## src/sv/ekp_pkg.sv

```systemverilog
// package: frame constants, job and pin types for the encoder/key framer
`default_nettype none

package ekp_pkg;

  localparam logic [7:0] FRAME_SOF = 8'h7E;
  localparam logic [7:0] FRAME_EOF = 8'hEF;
  localparam logic [7:0] LEN_NO_PARAM = 8'h03;
  localparam logic [7:0] LEN_ONE_PARAM = 8'h04;
  localparam logic [7:0] CMD_VOLUME = 8'h31;
  localparam logic [7:0] CMD_PLAY_PAUSE = 8'h1C;
  localparam logic [7:0] CMD_NEXT = 8'h13;
  localparam logic [7:0] CMD_PREV = 8'h14;

  localparam logic [7:0] CEILING_RESET = 8'd30;
  localparam logic [7:0] VOLUME_RESET = 8'd20;
  localparam logic [15:0] TRACK_RESET = 16'd1;
  localparam logic [15:0] TRACK_MAX = 16'hFFFF;

  localparam int NUM_FRAMES = 5;

  // frame slots in transmit order
  localparam int FR_VOLUME = 0;
  localparam int FR_SWITCH = 1;
  localparam int FR_PLAY = 2;
  localparam int FR_NEXT = 3;
  localparam int FR_PREV = 4;

  typedef enum logic [1:0] {
    PHASE_IDLE = 2'd0,
    PHASE_CLK_FIRST = 2'd1,
    PHASE_DT_FIRST = 2'd2,
    PHASE_SPARE = 2'd3
  } phase_t;

  typedef struct packed {
    logic enc_clk;
    logic enc_dt;
    logic sw;
    logic sw_recheck;
    logic play;
    logic play_recheck;
    logic next;
    logic next_recheck;
    logic prev;
    logic prev_recheck;
  } pins_t;

  typedef struct packed {
    logic [NUM_FRAMES-1:0] mask;
    logic [7:0] vol_sent;
    logic playing;
    logic [7:0] volume;
    logic [15:0] track;
  } job_t;

endpackage

`default_nettype wire

```

## src/sv/ekp_tick.sv

```systemverilog
// tick logic: edge detection, encoder tracker, volume/track/playing state, frame mask
`default_nettype none

module ekp_tick (
  input  wire logic          clk,
  input  wire logic          rst_n,
  input  wire logic          cfg_wr_en,
  input  wire logic [7:0]    cfg_wr_data,
  input  wire ekp_pkg::pins_t pins,
  input  wire logic          accept,
  output ekp_pkg::job_t      job,
  output logic               job_load
);
  import ekp_pkg::*;

  logic       clk_before_r, dt_before_r, switch_before_r;
  logic [2:0] keys_before_r;
  phase_t     phase_r, phase_nxt;
  logic [7:0] volume_r, volume_nxt;
  logic [15:0] track_r, track_nxt;
  logic       playing_r, playing_nxt;
  logic [7:0] ceiling_r;

  phase_t     phase_mid;
  logic       vol_fire, sw_fire, play_fire, next_fire, prev_fire;
  logic [8:0] vol_up;
  logic [15:0] track_mid;

  always_comb begin
    phase_mid = phase_r;
    if (phase_r == PHASE_IDLE) begin
      if (!pins.enc_clk && clk_before_r) begin
        phase_mid = PHASE_CLK_FIRST;
      end else if (!pins.enc_dt && dt_before_r) begin
        phase_mid = PHASE_DT_FIRST;
      end
    end
    vol_fire = (phase_mid != PHASE_IDLE) && pins.enc_clk && pins.enc_dt;
    phase_nxt = vol_fire ? PHASE_IDLE : phase_mid;

    vol_up = {1'b0, volume_r} + 9'd1;
    volume_nxt = volume_r;
    if (vol_fire) begin
      if (phase_mid == PHASE_CLK_FIRST) begin
        volume_nxt = (vol_up > {1'b0, ceiling_r}) ? ceiling_r : vol_up[7:0];
      end else if (volume_r != 8'd0) begin
        volume_nxt = volume_r - 8'd1;
      end
    end

    sw_fire = !pins.sw && switch_before_r && !pins.sw_recheck;
    play_fire = !pins.play && keys_before_r[0] && !pins.play_recheck;
    next_fire = !pins.next && keys_before_r[1] && !pins.next_recheck;
    prev_fire = !pins.prev && keys_before_r[2] && !pins.prev_recheck;

    playing_nxt = (next_fire || prev_fire) ? 1'b1 : (playing_r ^ sw_fire ^ play_fire);

    track_mid = (next_fire && track_r != TRACK_MAX) ? track_r + 16'd1 : track_r;
    track_nxt = (prev_fire && track_mid > 16'd1) ? track_mid - 16'd1 : track_mid;

    job.mask = '0;
    job.mask[FR_VOLUME] = vol_fire;
    job.mask[FR_SWITCH] = sw_fire;
    job.mask[FR_PLAY] = play_fire;
    job.mask[FR_NEXT] = next_fire;
    job.mask[FR_PREV] = prev_fire;
    job.vol_sent = (volume_nxt > ceiling_r) ? ceiling_r : volume_nxt;
    job.playing = playing_nxt;
    job.volume = volume_nxt;
    job.track = track_nxt;
    job_load = accept && (job.mask != '0);
  end

  always_ff @(posedge clk) begin
    if (!rst_n) begin
      clk_before_r <= 1'b1;
      dt_before_r <= 1'b1;
      switch_before_r <= 1'b1;
      keys_before_r <= 3'b111;
      phase_r <= PHASE_IDLE;
      volume_r <= VOLUME_RESET;
      track_r <= TRACK_RESET;
      playing_r <= 1'b1;
      ceiling_r <= CEILING_RESET;
    end else begin
      if (cfg_wr_en) begin
        ceiling_r <= cfg_wr_data;
      end
      if (accept) begin
        clk_before_r <= pins.enc_clk;
        dt_before_r <= pins.enc_dt;
        switch_before_r <= pins.sw;
        keys_before_r <= {pins.prev, pins.next, pins.play};
        phase_r <= phase_nxt;
        volume_r <= volume_nxt;
        track_r <= track_nxt;
        playing_r <= playing_nxt;
      end
    end
  end

endmodule

`default_nettype wire

```

## src/sv/ekp_serializer.sv

```systemverilog
// frame serializer: job register, byte sequencer and output word register
`default_nettype none

module ekp_serializer (
  input  wire logic          clk,
  input  wire logic          rst_n,
  input  wire ekp_pkg::job_t job_in,
  input  wire logic          job_load,
  output logic               job_free,
  output logic               out_valid,
  input  wire logic          out_stall,
  output logic [7:0]         out_frame_byte,
  output logic               out_frame_end,
  output logic               out_run_end,
  output logic               out_playing_now,
  output logic [7:0]         out_volume_now,
  output logic [15:0]        out_track_now
);
  import ekp_pkg::*;

  localparam logic [2:0] IDX_SOF = 3'd0;
  localparam logic [2:0] IDX_LEN = 3'd1;
  localparam logic [2:0] IDX_CMD = 3'd2;
  localparam logic [2:0] IDX_B3 = 3'd3;
  localparam logic [2:0] IDX_B4 = 3'd4;
  localparam logic [2:0] IDX_B5 = 3'd5;

  job_t       job_r;
  logic       job_valid_r;
  logic [2:0] idx_r;

  logic       out_valid_r;
  logic [7:0] byte_r;
  logic       frame_end_r, run_end_r, playing_r;
  logic [7:0] volume_r;
  logic [15:0] track_r;

  logic       is_vol, at_end, last_of_job, load_out;
  logic [7:0] cmd, cur_byte;
  logic [NUM_FRAMES-1:0] mask_rest;

  always_comb begin
    is_vol = job_r.mask[FR_VOLUME];
    if (job_r.mask[FR_VOLUME]) begin
      cmd = CMD_VOLUME;
    end else if (job_r.mask[FR_SWITCH] || job_r.mask[FR_PLAY]) begin
      cmd = CMD_PLAY_PAUSE;
    end else if (job_r.mask[FR_NEXT]) begin
      cmd = CMD_NEXT;
    end else begin
      cmd = CMD_PREV;
    end
    mask_rest = job_r.mask & (job_r.mask - NUM_FRAMES'(1));
    at_end = (idx_r == (is_vol ? IDX_B5 : IDX_B4));
    last_of_job = at_end && (mask_rest == '0);

    case (idx_r)
      IDX_SOF: cur_byte = FRAME_SOF;
      IDX_LEN: cur_byte = is_vol ? LEN_ONE_PARAM : LEN_NO_PARAM;
      IDX_CMD: cur_byte = cmd;
      IDX_B3:  cur_byte = is_vol ? job_r.vol_sent : (LEN_NO_PARAM ^ cmd);
      IDX_B4:  cur_byte = is_vol ? (LEN_ONE_PARAM ^ cmd ^ job_r.vol_sent) : FRAME_EOF;
      default: cur_byte = FRAME_EOF;
    endcase

    load_out = job_valid_r && (!out_valid_r || !out_stall);
    job_free = !job_valid_r || (load_out && last_of_job);
  end

  always_ff @(posedge clk) begin
    if (!rst_n) begin
      job_valid_r <= 1'b0;
      idx_r <= IDX_SOF;
      out_valid_r <= 1'b0;
    end else begin
      out_valid_r <= load_out || (out_valid_r && out_stall);
      if (job_load) begin
        job_valid_r <= 1'b1;
        idx_r <= IDX_SOF;
      end else if (load_out) begin
        if (last_of_job) begin
          job_valid_r <= 1'b0;
          idx_r <= IDX_SOF;
        end else if (at_end) begin
          idx_r <= IDX_SOF;
        end else begin
          idx_r <= idx_r + 3'd1;
        end
      end
    end
  end

  always_ff @(posedge clk) begin
    if (job_load) begin
      job_r <= job_in;
    end else if (load_out && at_end) begin
      job_r.mask <= mask_rest;
    end
    if (load_out) begin
      byte_r <= cur_byte;
      frame_end_r <= at_end;
      run_end_r <= last_of_job;
      playing_r <= job_r.playing;
      volume_r <= job_r.volume;
      track_r <= job_r.track;
    end
  end

  assign out_valid = out_valid_r;
  assign out_frame_byte = byte_r;
  assign out_frame_end = frame_end_r;
  assign out_run_end = run_end_r;
  assign out_playing_now = playing_r;
  assign out_volume_now = volume_r;
  assign out_track_now = track_r;

endmodule

`default_nettype wire

```

## src/sv/encoder_keys_to_player_frames.sv

```systemverilog
// top level: encoder and key poll ticks in, player command frame words out
// the first word of an accepted tick goes through the job register, then the output word register
// input: a tick producing n words (n up to 26) stalls the input until its last word is loaded,
//   the serializer emitting one word per cycle while out_stall is low; quiet ticks load no job
// reset: synchronous active low, restores pin history, volume 20, track 1,
//   playing set and ceiling 30; no clearing pass
`default_nettype none

module encoder_keys_to_player_frames (
  input  wire logic        clk,
  input  wire logic        rst_n,
  input  wire logic        cfg_wr_en,
  input  wire logic [7:0]  cfg_wr_data,
  input  wire logic        in_valid,
  output logic             in_stall,
  input  wire logic        in_enc_clk_level,
  input  wire logic        in_enc_dt_level,
  input  wire logic        in_enc_switch_level,
  input  wire logic        in_enc_switch_recheck,
  input  wire logic        in_key_play_level,
  input  wire logic        in_key_play_recheck,
  input  wire logic        in_key_next_level,
  input  wire logic        in_key_next_recheck,
  input  wire logic        in_key_prev_level,
  input  wire logic        in_key_prev_recheck,
  output logic             out_valid,
  input  wire logic        out_stall,
  output logic [7:0]       out_frame_byte,
  output logic             out_frame_end,
  output logic             out_run_end,
  output logic             out_playing_now,
  output logic [7:0]       out_volume_now,
  output logic [15:0]      out_track_now
);
  import ekp_pkg::*;

  pins_t pins;
  job_t  job;
  logic  job_load, job_free, accept;

  assign pins = '{enc_clk: in_enc_clk_level, enc_dt: in_enc_dt_level,
                  sw: in_enc_switch_level, sw_recheck: in_enc_switch_recheck,
                  play: in_key_play_level, play_recheck: in_key_play_recheck,
                  next: in_key_next_level, next_recheck: in_key_next_recheck,
                  prev: in_key_prev_level, prev_recheck: in_key_prev_recheck};

  assign in_stall = !job_free;
  assign accept = in_valid && job_free;

  ekp_tick u_tick (
    .clk         (clk),
    .rst_n       (rst_n),
    .cfg_wr_en   (cfg_wr_en),
    .cfg_wr_data (cfg_wr_data),
    .pins        (pins),
    .accept      (accept),
    .job         (job),
    .job_load    (job_load)
  );

  ekp_serializer u_ser (
    .clk             (clk),
    .rst_n           (rst_n),
    .job_in          (job),
    .job_load        (job_load),
    .job_free        (job_free),
    .out_valid       (out_valid),
    .out_stall       (out_stall),
    .out_frame_byte  (out_frame_byte),
    .out_frame_end   (out_frame_end),
    .out_run_end     (out_run_end),
    .out_playing_now (out_playing_now),
    .out_volume_now  (out_volume_now),
    .out_track_now   (out_track_now)
  );

  // closing word of a frame is always the end marker
  a_end_marker: assert property (@(posedge clk) disable iff (!rst_n)
    out_valid && out_frame_end |-> out_frame_byte == FRAME_EOF)
    else $error("frame end word is not the end marker");

  a_run_end_on_frame_end: assert property (@(posedge clk) disable iff (!rst_n)
    out_valid && out_run_end |-> out_frame_end)
    else $error("run end outside a frame end");

  // a new frame of the same tick follows at once with its start marker
  a_next_frame_start: assert property (@(posedge clk) disable iff (!rst_n)
    out_valid && !out_stall && out_frame_end && !out_run_end
    |=> out_valid && out_frame_byte == FRAME_SOF)
    else $error("frame of the same tick does not follow with start marker");

  a_track_nonzero: assert property (@(posedge clk) disable iff (!rst_n)
    out_valid |-> out_track_now != 16'd0)
    else $error("track number reached zero");

endmodule

`default_nettype wire

```

## config.mk

```make
export PLATFORM = sky130hd
export DESIGN_NAME = encoder_keys_to_player_frames
export DESIGN_NICKNAME = d
export VERILOG_FILES = /design/src/sv/ekp_pkg.sv /design/src/sv/ekp_tick.sv /design/src/sv/ekp_serializer.sv /design/src/sv/encoder_keys_to_player_frames.sv
export SDC_FILE = /design/constraint.sdc
export NUM_CORES = 1
export LEC_CHECK = 0
export ABC_AREA = 1
export BUFFER_PORTS_ARGS = -buffer_cell sky130_fd_sc_hd__buf_4
export CORE_ASPECT_RATIO = 1.25
export CORE_MARGIN = 3
export CORE_UTILIZATION = 55
export CTS_BUF_LIST = sky130_fd_sc_hd__clkbuf_4 sky130_fd_sc_hd__clkbuf_8 sky130_fd_sc_hd__clkbuf_16
export DETAILED_ROUTE_END_ITERATION = 7
export GPL_ROUTABILITY_DRIVEN = 0
export PLACE_DENSITY = 0.74
export SETUP_SLACK_MARGIN = 0.02
export SLEW_MARGIN = 20
export SYNTH_ARGS = -nofsm -noshare
export SYNTH_HDL_FRONTEND = slang
export SYNTH_SLANG_ARGS = --single-unit
```

## constraint.sdc

```tcl
create_clock -name clk -period 7.6 [get_ports clk]
set_input_delay 1.52 -clock clk [delete_from_list [all_inputs] [get_ports clk]]
set_output_delay 1.52 -clock clk [all_outputs]
set_load 0.01 [all_outputs]
```

# [Yosys cells after proc, flatten, opt, wreduce, memory -nomap -nowiden]
# Cells that the tools add are included.
[classes] add_sub_neg=6 n_lt_le_gt_ge=3 eq_ne=7 muxes=27 n_bitwise=7 n_reduce_logical=51
[op_table] cell="8-bit two-way mux" n=9
[op_table] cell="8-bit one-hot mux with 5 select lines" n=1
[op_table] cell="16-bit two-way mux" n=2
[op_table] cell="1-bit logical AND" n=21
[op_table] cell="16-bit by 1-bit adder with 16-bit output, second input constant" n=1
[op_table] cell="16-bit by 1-bit > comparator with 1-bit output, second input constant" n=1
[op_table] cell="16-bit != test, second input constant" n=1
[op_table] cell="16-bit by 1-bit subtractor with 16-bit output, second input constant" n=1
[op_table] cell="1-bit zero test" n=14
[op_table] cell="3-bit two-way mux" n=4
[op_table] cell="5-bit two-way mux" n=2
[op_table] cell="8-bit by 1-bit adder with 9-bit output, second input constant" n=1
[op_table] cell="9-bit by 8-bit > comparator with 1-bit output" n=1
[op_table] cell="8-bit > comparator" n=1
[op_table] cell="2-bit two-way mux" n=4
[op_table] cell="2-bit nonzero test" n=4
[op_table] cell="8-bit nonzero test" n=1
[op_table] cell="8-bit by 1-bit subtractor with 8-bit output, second input constant" n=1
[op_table] cell="8-bit XOR" n=1
[op_table] cell="3-bit by 2-bit equality test with 1-bit output, second input constant" n=2
[op_table] cell="5-bit bitwise AND" n=1
[op_table] cell="5-bit zero test" n=1
[op_table] cell="1-bit logical OR" n=5
[op_table] cell="1-bit two-way mux" n=5
[op_table] cell="14 further kinds" n=16
[word_totals] register_bits=119 inputBits=23 output_inout_bits=37 word_cells=124

# [Logic depth before layout (Yosys ltp)]
# Gate-level depths: netlist of the first run.
[logic_depth] word_depth=12 mapped_depth=27 mapped_depth_nobuf=27

# [Hierarchy]
# From an unflattened synthesis of the first run, not the netlist that was laid out.
[unflattened] cells_unflattened=905 area_unflattened_um2=7151.9
[by_module_without_submodules] module="ekp_tick" instances=1 cells_per_inst=711 area_per_inst_um2=4282.9 seq_area_each_um2=820.8
[by_module_without_submodules] module="ekp_serializer" instances=1 cells_per_inst=191 area_per_inst_um2=2857.7 seq_area_each_um2=2292.2
[by_module_without_submodules] module="encoder_keys_to_player_frames" instances=1 cells_per_inst=3 area_per_inst_um2=11.3 seq_area_each_um2=0.0

# [Worst setup path before layout of the first run]
# No wires, ideal clock.
[synth_path] path_kind="input port to flip-flop" from="in out_stall" to="reg u_ser.job_r[35] in the netlist's numbering (data pin)" setup_time_ns=0.295 t_arrival_ns=3.934 setup_slack_ns=3.371 path_stages=10 cell_sequence="nand2_1 -> nand2_1 -> inv_1 -> nand2_1 -> nand2_1 -> nand2_1 -> clkinv_1 -> nand2_1 -> inv_1 -> o21ai_0"
[synth_between] elab_chain_len=8
[synth_rtl] item="start: declaration" line="encoder_keys_to_player_frames.sv:27" rtl="input wire logic out_stall,"
[synth_rtl] item="1-bit zero test" line="ekp_serializer.sv:66" rtl="load_out = job_valid_r && (!out_valid_r || !out_stall);"
[synth_rtl] item="1-bit logical OR" line="ekp_serializer.sv:66"
[synth_rtl] item="1-bit logical AND" line="ekp_serializer.sv:66"
[synth_rtl] item="via u_ser.load_out" line="ekp_serializer.sv:38" rtl="logic is_vol, at_end, last_of_job, load_out;"
[synth_rtl] item="1-bit logical AND" line="ekp_serializer.sv:67" rtl="job_free = !job_valid_r || (load_out && last_of_job);"
[synth_rtl] item="1-bit logical OR" line="ekp_serializer.sv:67"
[synth_rtl] item="1-bit logical AND" line="encoder_keys_to_player_frames.sv:48" rtl="assign accept = in_valid && job_free;"
[synth_rtl] item="1-bit logical AND" line="ekp_tick.sv:71" rtl="job_load = accept && (job.mask != '0);"
[synth_rtl] item="via job_load" line="encoder_keys_to_player_frames.sv:39" rtl="logic job_load, job_free, accept;"
[synth_rtl] item="5-bit two-way mux" line="ekp_serializer.sv:94" rtl="if (job_load) begin"
[synth_rtl] item="end signal: assignment" line="ekp_serializer.sv:95" rtl="job_r <= job_in;"
[synth_rtl] item="end: declaration" line="ekp_serializer.sv:28" rtl="job_t job_r;"
# The timed path passes the listed nets, and every way through them passes these cells.
# A chain may end at the register's enable or synchronous reset.

# [Final worst setup path of the first run]
[layout_path] from="in out_stall" to="reg u_ser.job_r[36] in the netlist's numbering (data pin)"
# Same word-level chain as after synthesis.

==> flow_summary_export.csv, run 1 <==
group,metric,value,unit
cts,number_of_buffers_created_by_cts,17,
min_path,hold_path.class,"reg -> reg",
layout,post_route_cells_drive_above_1_share,15.64,%
worst_setup_path,critPathLaunchType,"primary input",
cts,cts-hold-fix-buffers,0,
power_and_ir_drop,peakVddDrop,0.0001512,V
layout,finalNetCount,997,
status,run_status,"completed",
layout,layout.filler_cells,1053,
cts,cts_tree,"done",
global_route,global_route_usage_over_all_layers,22.97,%
min_path,whs_endpoint,"u_ser.out_track_now[14]$_DFFE_PP_",
floorplan,std_cell_rows,45,
cts,clk_pin_slew,0.05,ns
worst_setup_path,crit-reg2reg-launch,"u_tick.volume_r[0]$_SDFFE_PN0P_",
timing,rsz0062_at_grt,"no",
layout,mostFrequentLayoutCells,"270 x sky130_fd_sc_hd__nand2_1, 112 x sky130_fd_sc_hd__inv_1, 73 x sky130_fd_sc_hd__edfxtp_1, 63 x sky130_fd_sc_hd__nand3_1, 63 x sky130_fd_sc_hd__buf_4",
cts,ctsRootBufferMaster,"sky130_fd_sc_hd__clkbuf_16",
timing,final_number_of_max_transition_violations,0,
logic_synthesis,top_area_cell_type_share_of_the_netlist_area,31.00,%
cts,htreeDepth,4,
timing,clock_skew,0.01327,ns
placed_design,cells_after_dpl,1092,
floorplan,ios,60,
timing,hold-worst-slack,0.4156,ns
drt,detailed_route_wire_length_per_cell,14.24,um
placed_design,dp_hpwl,11.63,mm
logic_synthesis,synth.area.top_cells,"sky130_fd_sc_hd__edfxtp_1 31%, sky130_fd_sc_hd__nand2_1 14%, sky130_fd_sc_hd__dfxtp_1 13%",
worst_setup_path,required_time_of_the_worst_setup_path,7.74,ns
global_route,grt_antenna_before_repair,0,
floorplan,fp.dieW,107.4,um
power_and_ir_drop,leakage,3.917,nW
drt,ant_nets,0,
timing,hold_viol_final,0,
worst_setup_path,worstSetupPathType,"in -> reg",
min_path,origin_of_the_worst_min_delay_path,"u_ser.job_r[14]$_DFFE_PP_",
logic_synthesis,synth.distinct_cells,47,
min_path,whs_path_depth,0,
drt,drc,0,
power_and_ir_drop,total_power_density_per_cell_area,256.1,nW/um^2
worst_setup_path,rrSetupSlack,2.94,ns
worst_setup_path,slowest_delay,0.59,ns
logic_synthesis,post_synthesis_cell_area,7072,um^2
worst_setup_path,bufs_and_invs_on_worst_path,7,
cts,cts_post_setup_buffers_inserted,0,
cts,cts.repair.resized,0,
timing,worst-slew-pin-transition,1.065,ns
layout,finalInstanceArea,8222,um^2
cts,cts_max_path_bufs,2,
logic_synthesis,ys_ff_latch,119,
floorplan,design.die.area,14260,um^2
logic_synthesis,synth_cells,890,
placed_design,postPlaceCellArea,7587,um^2
flow_run,max_capacitance_violation_total,0,
worst_setup_path,path_common_cell,"sky130_fd_sc_hd__nand2_1",
worst_setup_path,worstRegToRegCells,24,
worst_setup_path,timing.critical_path.arrival,5.05,ns
placed_design,numPortBuffers,59,
worst_setup_path,cp_top_family,"buffers and inverters",
logic_synthesis,ys_seq_area_share,44.02,%
layout,layoutNonFillerInstCount,1123,
timing,setup-violations-final,0,
worst_setup_path,crit_path_top_delay_cell,"sky130_fd_sc_hd__nand2_1",
cts,clkSinkCount,119,
global_route,grt_first_pass_wirelength,26.21,mm
floorplan,initial_core_utilization,57.09,%
logic_synthesis,synth_area_per_cell,7.946,um^2
timing,period_share,64.59,%
layout,syn_to_final_growth,16.26,%
layout,layout_commonest_cell,"sky130_fd_sc_hd__nand2_1",
layout,sequential_cell_area,3113,um^2
logic_synthesis,postSynthNetCount,940,
drt,vias,6023,
worst_setup_path,worstReg2RegEnd,"u_ser.job_r[29]$_DFFE_PP_",
drt,drt_iter0_drc,413,
timing,min_period,4.909,ns
cts,clk-insertion-delay-late,0.41,ns
logic_synthesis,synth.largest_area_cell,"sky130_fd_sc_hd__edfxtp_1",
worst_setup_path,critPathMaxFanout,42,
layout,antenna_cells,0,
global_route,overflow,0,
floorplan,core_area,12390,um^2
drt,dr.pass1.iters,5,
layout,footprint_of_the_multi_input_gates,3348,um^2
floorplan,die_h,132.8,um
drt,routed_via_density,5.363,
global_route,grt_pass1_vias,5497,
global_route,maximum_number_of_pins_on_one_net_before_global_route_repair,43,
worst_setup_path,worstSetupEndpointType,"flip-flop",
layout,final_core_util,66.37,%
worst_setup_path,path_cells,"buf_4 -> nand2_1 -> nand2_1 -> inv_1 -> buf_4 -> nand2_1 -> nand2_1 -> nand2_1 -> clkinv_1 -> buf_4 -> nand2_1 -> inv_1 -> buf_4 -> o21ai_0",
timing,maxClockFrequency,203.7,MHz
drt,routed_wirelength,15.99,mm
timing,fin_tns_setup,0,ns
logic_synthesis,synth.yosys.warnings,0,
timing,worst_slew_margin_rel,28.94,%
[synthesized netlist by cell type (all sizes together)]
library cell  instances
a2bb2oi               1
or3b                  1
o22ai                 3
nor2                 61
o211ai                8
a21oi                46
clkinv                2
o21ai                48
edfxtp               73
o211a                 1
xnor2                 2
o21a                  1
dlygate4sd3           1
clkbuf               18
nor4                  1
a211oi                2
o2111ai               2
buf                   6
o21bai                1
nand3                74
nor3                  9
nand3b                1
xor2                 19
o311ai                1
dfxtp                46
nand2               298
a21boi                1
or3                   1
nand4                17
a21o                  1
ha                   27
inv                 117
[sequential cells by signal, indices dropped and copies added, names as in the netlist, 3 cells and up]
name                  count
u_tick.ceiling_r          8
u_ser.out_volume_now      8
u_tick.track_r           16
u_tick.volume_r           8
u_ser.job_r              37
u_ser.idx_r               3
u_ser.out_track_now      16
u_ser.out_frame_byte      8
u_tick.keys_before_r      3
[worst max path at each step]
stage	from	endpoint	cells past startpoint
after floorplan	out_stall	u_ser.job_r[35]$_DFFE_PP_	10
after global placement	out_stall	u_ser.job_r[35]$_DFFE_PP_	14
after detailed placement	out_stall	u_ser.job_r[36]$_DFFE_PP_	14
after CTS	out_stall	u_ser.job_r[36]$_DFFE_PP_	14
after global routing	out_stall	u_ser.job_r[36]$_DFFE_PP_	14
final	out_stall	u_ser.job_r[36]$_DFFE_PP_	14
[area by class of cell]
cell class | instances | area share [%]
multi-input combinational | 627 | 40.72
sequential | 119 | 37.86
timing repair buffer | 63 | 5.753
inverter | 119 | 5.448
clock buffer | 18 | 5.266
tap | 164 | 2.496
clock inverter | 13 | 2.450
[routing by layer]
metal	wire, um	GRT usage, %	up-vias
met2	7661	36.92	174
met5	0	0	-
met4	359	8.702	0
li1	-	-	3040
met3	848	4.392	29
met1	7119	30.81	2780
[logic make-up after synthesis]
kind of cell               Yosys count  synth area share, %
and+or+nand+nor                    463                30.86
buffers and inverters              144                8.705
DFF                                119                44.02
AOI/OAI and AO/OA                  116                9.041
adders and majority gates           27                4.777
xor gates and xnor gates            21                2.601
[report_power, final]
group,switching (W),internal (W),leakage [nW]
clock,0.000286,0.000582,0.309
combinational,0.000286,0.000144,2.55
sequential,0.0000382,0.000769,1.06
[metrics by stage]
stage	power [W]	worst slack, ns
3_3_place_gp	0.001232	2.437
4_1_cts	0.002110	2.721
5_1_grt	0.002211	2.297
2_1_floorplan	0.001129	3.371
3_5_place_dp	0.001241	2.301
6_report	0.002105	2.691
Note: power is estimated with default switching activity, not from simulation.
==> run 2: changes to the inputs <==
- ABC_AREA: 1 -> 0
- PLACE_DENSITY: 0.74 -> 0.75
- clock period: 7.6 -> 4.8 ns (I/O delays scaled with it)
==> run 2 against run 1 <==
  * Area after synthesis is 4.5% lower
  * Synthesized cell count shrank 23%
  * Total power up 45%
  * Combinational power increased by 4%
  * Setup slack worse by 2.6 ns
  * Die area is 4.3% lower
  * Critical path depth grew 7
==> flow_summary_export.csv, run 2 <==
group,metric,value,unit
layout,antenna_cells,0,
timing,hold_viol_final,0,
timing,worst-slew-pin-transition,0.9719,ns
logic_synthesis,ys_ff_latch,119,
layout,sequential_cell_area,3122,um^2
worst_setup_path,worstSetupPathType,"reg -> reg",
power_and_ir_drop,power_report.internal_total,0.002239,W
worst_setup_path,required_time_of_the_worst_setup_path,4.97,ns
logic_synthesis,postSynthNetCount,737,
power_and_ir_drop,netSwitchingPower,0.0008231,W
logic_synthesis,synth_edf_count,73,
logic_synthesis,post_synthesis_cell_area,6754,um^2
layout,syn_to_final_growth,19.14,%
global_route,grt_first_pass_wirelength,25.83,mm
logic_synthesis,synth.largest_area_cell,"sky130_fd_sc_hd__edfxtp_1",
logic_synthesis,synth_top_flop_cell,"sky130_fd_sc_hd__edfxtp_1",
layout,flip_flop_count_of_the_largest_register_after_layout,37,
floorplan,std_cell_rows,44,
global_route,global_route_usage_over_all_layers,23.83,%
global_route,maximum_number_of_pins_on_one_net_before_global_route_repair,51,
min_path,whs_path_depth,0,
timing,fin_tns_setup,0,ns
logic_synthesis,synth.area.top_cells,"sky130_fd_sc_hd__edfxtp_1 32%, sky130_fd_sc_hd__dfxtp_1 14%, sky130_fd_sc_hd__ha_1 5.0%",
floorplan,design.die.area,13650,um^2
status,run_status,"completed",
cts,clk_pin_slew,0.06,ns
timing,worst_slew_margin_rel,34.92,%
global_route,grt_antenna_before_repair,0,
power_and_ir_drop,share_clk_of_total_power,45.4,%
layout,mostFrequentLayoutCells,"74 x sky130_fd_sc_hd__buf_4, 73 x sky130_fd_sc_hd__edfxtp_1, 65 x sky130_fd_sc_hd__nand2_1, 45 x sky130_fd_sc_hd__o21ai_0, 43 x sky130_fd_sc_hd__dfxtp_1",
layout,layout_commonest_cell,"sky130_fd_sc_hd__buf_4",
drt,routed_via_density,6.076,
worst_setup_path,timing.critical_path.arrival,4.86,ns
drt,routed_wirelength,16.09,mm
logic_synthesis,synth_area_per_cell,9.831,um^2
placed_design,cells_after_dpl,882,
global_route,grt_pass1_vias,5180,
min_path,hold_path.class,"reg -> reg",
floorplan,initial_core_utilization,57.33,%
logic_synthesis,ys_seq_area_share,46.09,%
logic_synthesis,top_area_cell_type_share_of_the_netlist_area,32.46,%
power_and_ir_drop,leakage,3.078,nW
flow_run,max_capacitance_violation_total,0,
worst_setup_path,critPathLaunchType,"flip-flop",
cts,number_of_buffers_created_by_cts,17,
worst_setup_path,worstSetupEndpointType,"flip-flop",
layout,layoutNonFillerInstCount,918,
timing,period_share,97.74,%
floorplan,fp.dieW,105.1,um
power_and_ir_drop,power_switching_share,26.88,%
cts,ctsRootBufferMaster,"sky130_fd_sc_hd__clkbuf_16",
floorplan,core_area,11780,um^2
logic_synthesis,synth.cells.most_frequent,"73 x sky130_fd_sc_hd__edfxtp_1, 65 x sky130_fd_sc_hd__nand2_1, 48 x sky130_fd_sc_hd__o21ai_0",
worst_setup_path,critPathMaxFanout,9,
timing,min_period,4.692,ns
timing,maxClockFrequency,213.2,MHz
drt,detailed_route_wire_length_per_cell,17.53,um
power_and_ir_drop,share_seq_of_total_power,40.1,%
layout,final_core_util,68.30,%
cts,clkSinkCount,119,
layout,footprint_of_the_multi_input_gates,3418,um^2
timing,setup-violations-final,0,
placed_design,numPortBuffers,59,
drt,dr.pass1.iters,5,
cts,clk-insertion-delay-late,0.43,ns
global_route,overflow,0,
drt,ant_nets,0,
power_and_ir_drop,total_power_density_per_cell_area,380.6,nW/um^2
placed_design,dp_hpwl,11.20,mm
drt,vias,5578,
cts,cts_tree,"done",
logic_synthesis,synth_cells,687,
floorplan,die_h,129.9,um
logic_synthesis,synth.distinct_cells,76,
worst_setup_path,worstRegToRegCells,21,
power_and_ir_drop,post-layout-total-power,0.003062,W
layout,registers.top_by_ff_count,"u_ser.job_r",
logic_synthesis,async_reset_ff_share,0,%
layout,finalNetCount,794,
cts,htreeDepth,4,
drt,drt_iter0_drc,472,
layout,post_route_cells_drive_above_1_share,19.82,%
timing,layout_setup_ws,0.1085,ns
drt,drc,0,
power_and_ir_drop,peakVddDrop,0.0002501,V
timing,clock_skew,0.01358,ns
layout,layout.filler_cells,942,
timing,final_number_of_max_transition_violations,0,
placed_design,place_worst_setup_slack,0.02299,ns
logic_synthesis,synth.yosys.warnings,0,
cts,cts_max_path_bufs,2,
logic_synthesis,post-synth-top-count-cell,"sky130_fd_sc_hd__edfxtp_1",
floorplan,ios,60,
power_and_ir_drop,combinationalPowerShare,14.6,%
## run 2: cell types whose count changed after synthesis, moves of 11 or more
cell | before | now
sky130_fd_sc_hd__and3_1 | 0 | 11
sky130_fd_sc_hd__inv_1 | 112 | 29
sky130_fd_sc_hd__nor2b_1 | 0 | 12
sky130_fd_sc_hd__nand2_2 | 12 | 0
sky130_fd_sc_hd__a21oi_1 | 46 | 30
sky130_fd_sc_hd__xnor2_1 | 2 | 26
sky130_fd_sc_hd__mux2i_1 | 0 | 22
sky130_fd_sc_hd__nand3_1 | 63 | 34
sky130_fd_sc_hd__nand2b_1 | 0 | 11
sky130_fd_sc_hd__nand2_4 | 15 | 0
sky130_fd_sc_hd__nand3_2 | 11 | 0
sky130_fd_sc_hd__nand2_1 | 270 | 65
## run 2: cell type report
cell class              count  share of cell area [%]
multi-input cells         503                   42.48
flip-flops and latches    119                   38.80
repair buffers             74                   6.904
clock buffers              17                   5.287
clock inverters            15                   2.675
well taps                 161                   2.503
inverters                  29                   1.353
## run 2: critical path: stages (launching register included)
cell and delay [ns]:
sky130_fd_sc_hd__dfxtp_4 0.40, sky130_fd_sc_hd__and3_1 0.21, sky130_fd_sc_hd__and3_1 0.22, sky130_fd_sc_hd__nand3_1 0.11
sky130_fd_sc_hd__xnor2_1 0.18, sky130_fd_sc_hd__ha_1 0.33, sky130_fd_sc_hd__nand4_1 0.10, sky130_fd_sc_hd__or2_2 0.29
sky130_fd_sc_hd__a21oi_1 0.14, sky130_fd_sc_hd__buf_4 0.19, sky130_fd_sc_hd__mux2i_1 0.26, sky130_fd_sc_hd__o22ai_1 0.17
sky130_fd_sc_hd__a22oi_2 0.18, sky130_fd_sc_hd__ha_1 0.27, sky130_fd_sc_hd__nor2b_1 0.14, sky130_fd_sc_hd__o21a_1 0.17
sky130_fd_sc_hd__o21ai_0 0.15, sky130_fd_sc_hd__nand2b_1 0.07, sky130_fd_sc_hd__a21oi_1 0.16, sky130_fd_sc_hd__o21ai_1 0.11
sky130_fd_sc_hd__o21ai_2 0.20, sky130_fd_sc_hd__mux2_2 0.40
## run 2: worst paths after layout
kind	endpoint	from	slack (ns)
setup reg to reg	u_ser.job_r[28]$_DFFE_PP_	u_tick.volume_r[4]$_SDFFE_PN1P_	0.11
hold / removal	u_ser.out_track_now[6]$_DFFE_PP_	u_ser.job_r[6]$_DFFE_PP_	0.41
hold reg to reg	u_ser.out_track_now[6]$_DFFE_PP_	u_ser.job_r[6]$_DFFE_PP_	0.41
setup / recovery	u_ser.job_r[28]$_DFFE_PP_	u_tick.volume_r[4]$_SDFFE_PN1P_	0.11
## run 2: metrics by stage
step / cell area [um^2] / hold slack [ns]
after floorplan: 6754 / 0.4003
after global placement: 7336 / 0.4052
after detailed placement: 7336 / 0.4054
after CTS: 7980 / 0.4165
after global routing: 8046 / 0.4177
final: 8046 / 0.4138
## run 2: cells by family (layout without fill, tap and decap cells)
group | Yosys count | after routing | synth area share, %
adders and majority gates | 28 | 28 | 5.150
and+or+nand+nor | 240 | 240 | 18.14
DFF | 119 | 119 | 46.09
AOI/OAI and AO/OA | 167 | 167 | 17.27
buffers and inverters | 65 | 135 | 3.760
xor gates and xnor gates | 36 | 36 | 4.668
muxes | 32 | 32 | 4.928
## run 2: power by group through the flow
| stage | clock network (W) | logic [W] | registers, W |
|---|---|---|---|
| 4_1_cts | 0.00140 | 0.000431 | 0.00123 |
| 3_3_place_gp | 0 | 0.000411 | 0.00125 |
| 6_report | 0.00139 | 0.000446 | 0.00123 |
| 3_5_place_dp | 0 | 0.000424 | 0.00125 |
| 5_1_grt | 0.00145 | 0.000488 | 0.00124 |
| 2_1_floorplan | 0 | 0.000294 | 0.00124 |
## run 2: routing by layer
layer  vias to the layer above  global-route usage, %  part of all wire (%)
li1                       2642                      -                     -
met3                        44                  5.047                   6.0
met4                         0                  8.571                   2.6
met2                       236                  39.86                    49
met5                         -                      0                     0
met1                      2656                  30.90                    43
## run 2: repair_timing
item / in CTS / in global routing
hold buffers: 0 / 0
setup buffers: 0 / 4
gates resized for setup: 1 / 13
pin swaps: 0 / 0
cloned: 0 / 0
setup endpoints to repair: 8 / 8
==> run 3: changes to the inputs <==
- CELL_PAD_IN_SITES_DETAIL_PLACEMENT: unset -> 1
- CELL_PAD_IN_SITES_GLOBAL_PLACEMENT: unset -> 2
- CORE_UTILIZATION: 55 -> 39
- PLACE_DENSITY: 0.75 -> unset
- PLACE_DENSITY_LB_ADDON: unset -> 0.1
==> run 3 against run 2 <==
  * Wire length grew 20%
  * Flip-flop and latch count is the same
  * First-iteration DRC count shrank 43%
  * Largest power group unchanged
==> flow_summary_export.csv, run 3 (synthesis results as in run 2) <==
group,metric,value,unit
status,run_status,"completed",
floorplan,core_area,16910,um^2
power_and_ir_drop,total_power_density_per_cell_area,364.4,nW/um^2
layout,layoutNonFillerInstCount,982,
timing,hold_viol_final,0,
layout,antenna_cells,0,
cts,ctsRootBufferMaster,"sky130_fd_sc_hd__clkbuf_16",
drt,routed_via_density,5.597,
cts,htreeDepth,4,
cts,clk-insertion-delay-late,0.42,ns
worst_setup_path,worstSetupEndpointType,"flip-flop",
drt,vias,5496,
placed_design,dp_hpwl,14.20,mm
power_and_ir_drop,power_report.internal_total,0.002140,W
cts,number_of_buffers_created_by_cts,17,
power_and_ir_drop,peakVddDrop,0.0002327,V
layout,finalInstanceArea,8183,um^2
timing,maxClockFrequency,214.1,MHz
drt,dr.pass1.iters,4,
layout,finalNetCount,799,
placed_design,postPlaceCellArea,7455,um^2
global_route,grt_pass1_vias,5748,
floorplan,fp.dieW,123.7,um
power_and_ir_drop,share_clk_of_total_power,42.9,%
power_and_ir_drop,netSwitchingPower,0.0008423,W
placed_design,numPortBuffers,59,
worst_setup_path,path_cells,"ha_4 -> xor2_2 -> ha_1 -> a21o_1 -> a21o_1 -> a21oi_1 -> o21bai_2 -> a21oi_2 -> mux2i_1 -> o22ai_2 -> a22oi_2 -> ha_1 -> nor2b_1 -> o21a_1 -> o21ai_1 -> nand2b_1 -> a21oi_1 -> o21ai_0 -> o21ai_1 -> buf_4 -> mux2_2",
worst_setup_path,bufs_and_invs_on_worst_path,1,
layout,post_route_cells_drive_above_1_share,21.65,%
power_and_ir_drop,share_seq_of_total_power,41.4,%
global_route,grt_first_pass_wirelength,30.31,mm
timing,worst_slew_margin_rel,34.23,%
layout,flip_flop_count_of_the_largest_register_after_layout,37,
drt,detailed_route_wire_length_per_cell,19.70,um
worst_setup_path,critPathMaxFanout,8,
global_route,maximum_number_of_pins_on_one_net_before_global_route_repair,51,
timing,layout_setup_ws,0.1287,ns
flow_run,max_capacitance_violation_total,0,
global_route,overflow,0,
drt,routed_wirelength,19.35,mm
min_path,hold_path.class,"reg -> reg",
power_and_ir_drop,combinationalPowerShare,15.7,%
placed_design,place_worst_setup_slack,-0.06803,ns
worst_setup_path,worstSetupPathType,"reg -> reg",
timing,min_period,4.671,ns
worst_setup_path,timing.critical_path.arrival,4.84,ns
worst_setup_path,cp_top_family,"compound AO/OA/AOI/OAI gates",
drt,ant_nets,0,
floorplan,die_h,153.1,um
timing,clock_skew,0.009515,ns
floorplan,std_cell_rows,53,
cts,cts_tree,"done",
global_route,grt_antenna_before_repair,0,
timing,period_share,97.32,%
floorplan,initial_core_utilization,39.94,%
cts,cts_max_path_bufs,2,
timing,worst-slew-pin-transition,0.9822,ns
power_and_ir_drop,leakage,3.097,nW
global_route,global_route_usage_over_all_layers,20.75,%
layout,syn_to_final_growth,21.16,%
timing,setup-violations-final,0,
cts,clk_pin_slew,0.06,ns
worst_setup_path,critPathLaunchType,"flip-flop",
drt,drc,0,
layout,final_core_util,48.39,%
power_and_ir_drop,power_switching_share,28.24,%
floorplan,ios,60,
timing,fin_tns_setup,0,ns
timing,final_number_of_max_transition_violations,0,
placed_design,cells_after_dpl,947,
layout,mostFrequentLayoutCells,"77 x sky130_fd_sc_hd__buf_4, 73 x sky130_fd_sc_hd__edfxtp_1, 65 x sky130_fd_sc_hd__nand2_1, 43 x sky130_fd_sc_hd__o21ai_0, 42 x sky130_fd_sc_hd__nor2_1",
layout,registers.top_by_ff_count,"u_ser.job_r",
cts,clkSinkCount,119,
worst_setup_path,crit_path_top_delay_cell,"sky130_fd_sc_hd__dfxtp_2",
worst_setup_path,required_time_of_the_worst_setup_path,4.97,ns
worst_setup_path,slowest_delay,0.41,ns
drt,drt_iter0_drc,270,
layout,layout_commonest_cell,"sky130_fd_sc_hd__buf_4",
floorplan,design.die.area,18940,um^2
run 3: layout make-up:
class / count / area (um^2)
Timing Repair Buffer: 79 / 609.3
Clock buffer: 17 / 425.4
Sequential cell: 119 / 3127
Clock inverter: 15 / 166.4
Fill cell: 1906 / 8727
Multi-Input combinational cell: 503 / 3471
Inverter: 29 / 108.9
Tap cell: 220 / 275.3
run 3: path summary, 6_finish.rpt:
path                                                    endpoint  slack [ns]  cells past startpoint                             from
worst max register to register         u_ser.job_r[31]$_DFFE_PP_        0.13                     21  u_tick.volume_r[1]$_SDFFE_PN0P_
worst min register to register  u_ser.out_track_now[4]$_DFFE_PP_        0.42                      0         u_ser.job_r[4]$_DFFE_PP_
worst min-delay path            u_ser.out_track_now[4]$_DFFE_PP_        0.42                      0         u_ser.job_r[4]$_DFFE_PP_
worst max-delay path                   u_ser.job_r[31]$_DFFE_PP_        0.13                     21  u_tick.volume_r[1]$_SDFFE_PN0P_
run 3: power by group through the flow:
stage,sequential (W),combinational (W),clock (W)
6_report,0.00123,0.000468,0.00128
3_3_place_gp,0.00125,0.000436,0
2_1_floorplan,0.00124,0.000294,0
4_1_cts,0.00123,0.000457,0.00131
3_5_place_dp,0.00126,0.000451,0
5_1_grt,0.00124,0.000516,0.00136
run 3: timing repair:
action | in CTS | in global routing
gates resized for setup | 4 | 25
setup buffers | 0 | 3
endpoints found under the setup margin | 8 | 8
pin swaps | 0 | 3
hold buffers | 0 | 0
run 3: per-stage QoR:
stage	power, W	hold WS [ns]
3_5_place_dp	0.001707	0.4057
3_3_place_gp	0.001688	0.4003
4_1_cts	0.002998	0.4199
6_report	0.002982	0.4163
5_1_grt	0.003115	0.4272
2_1_floorplan	0.001531	0.4003
run 3: per-layer routing:
metal / share of wire (%) / GRT usage [%]
met1: 40 / 23.01
met2: 54 / 38.26
met3: 2.8 / 3.035
met4: 3.1 / 9.129
met5: 0 / 0
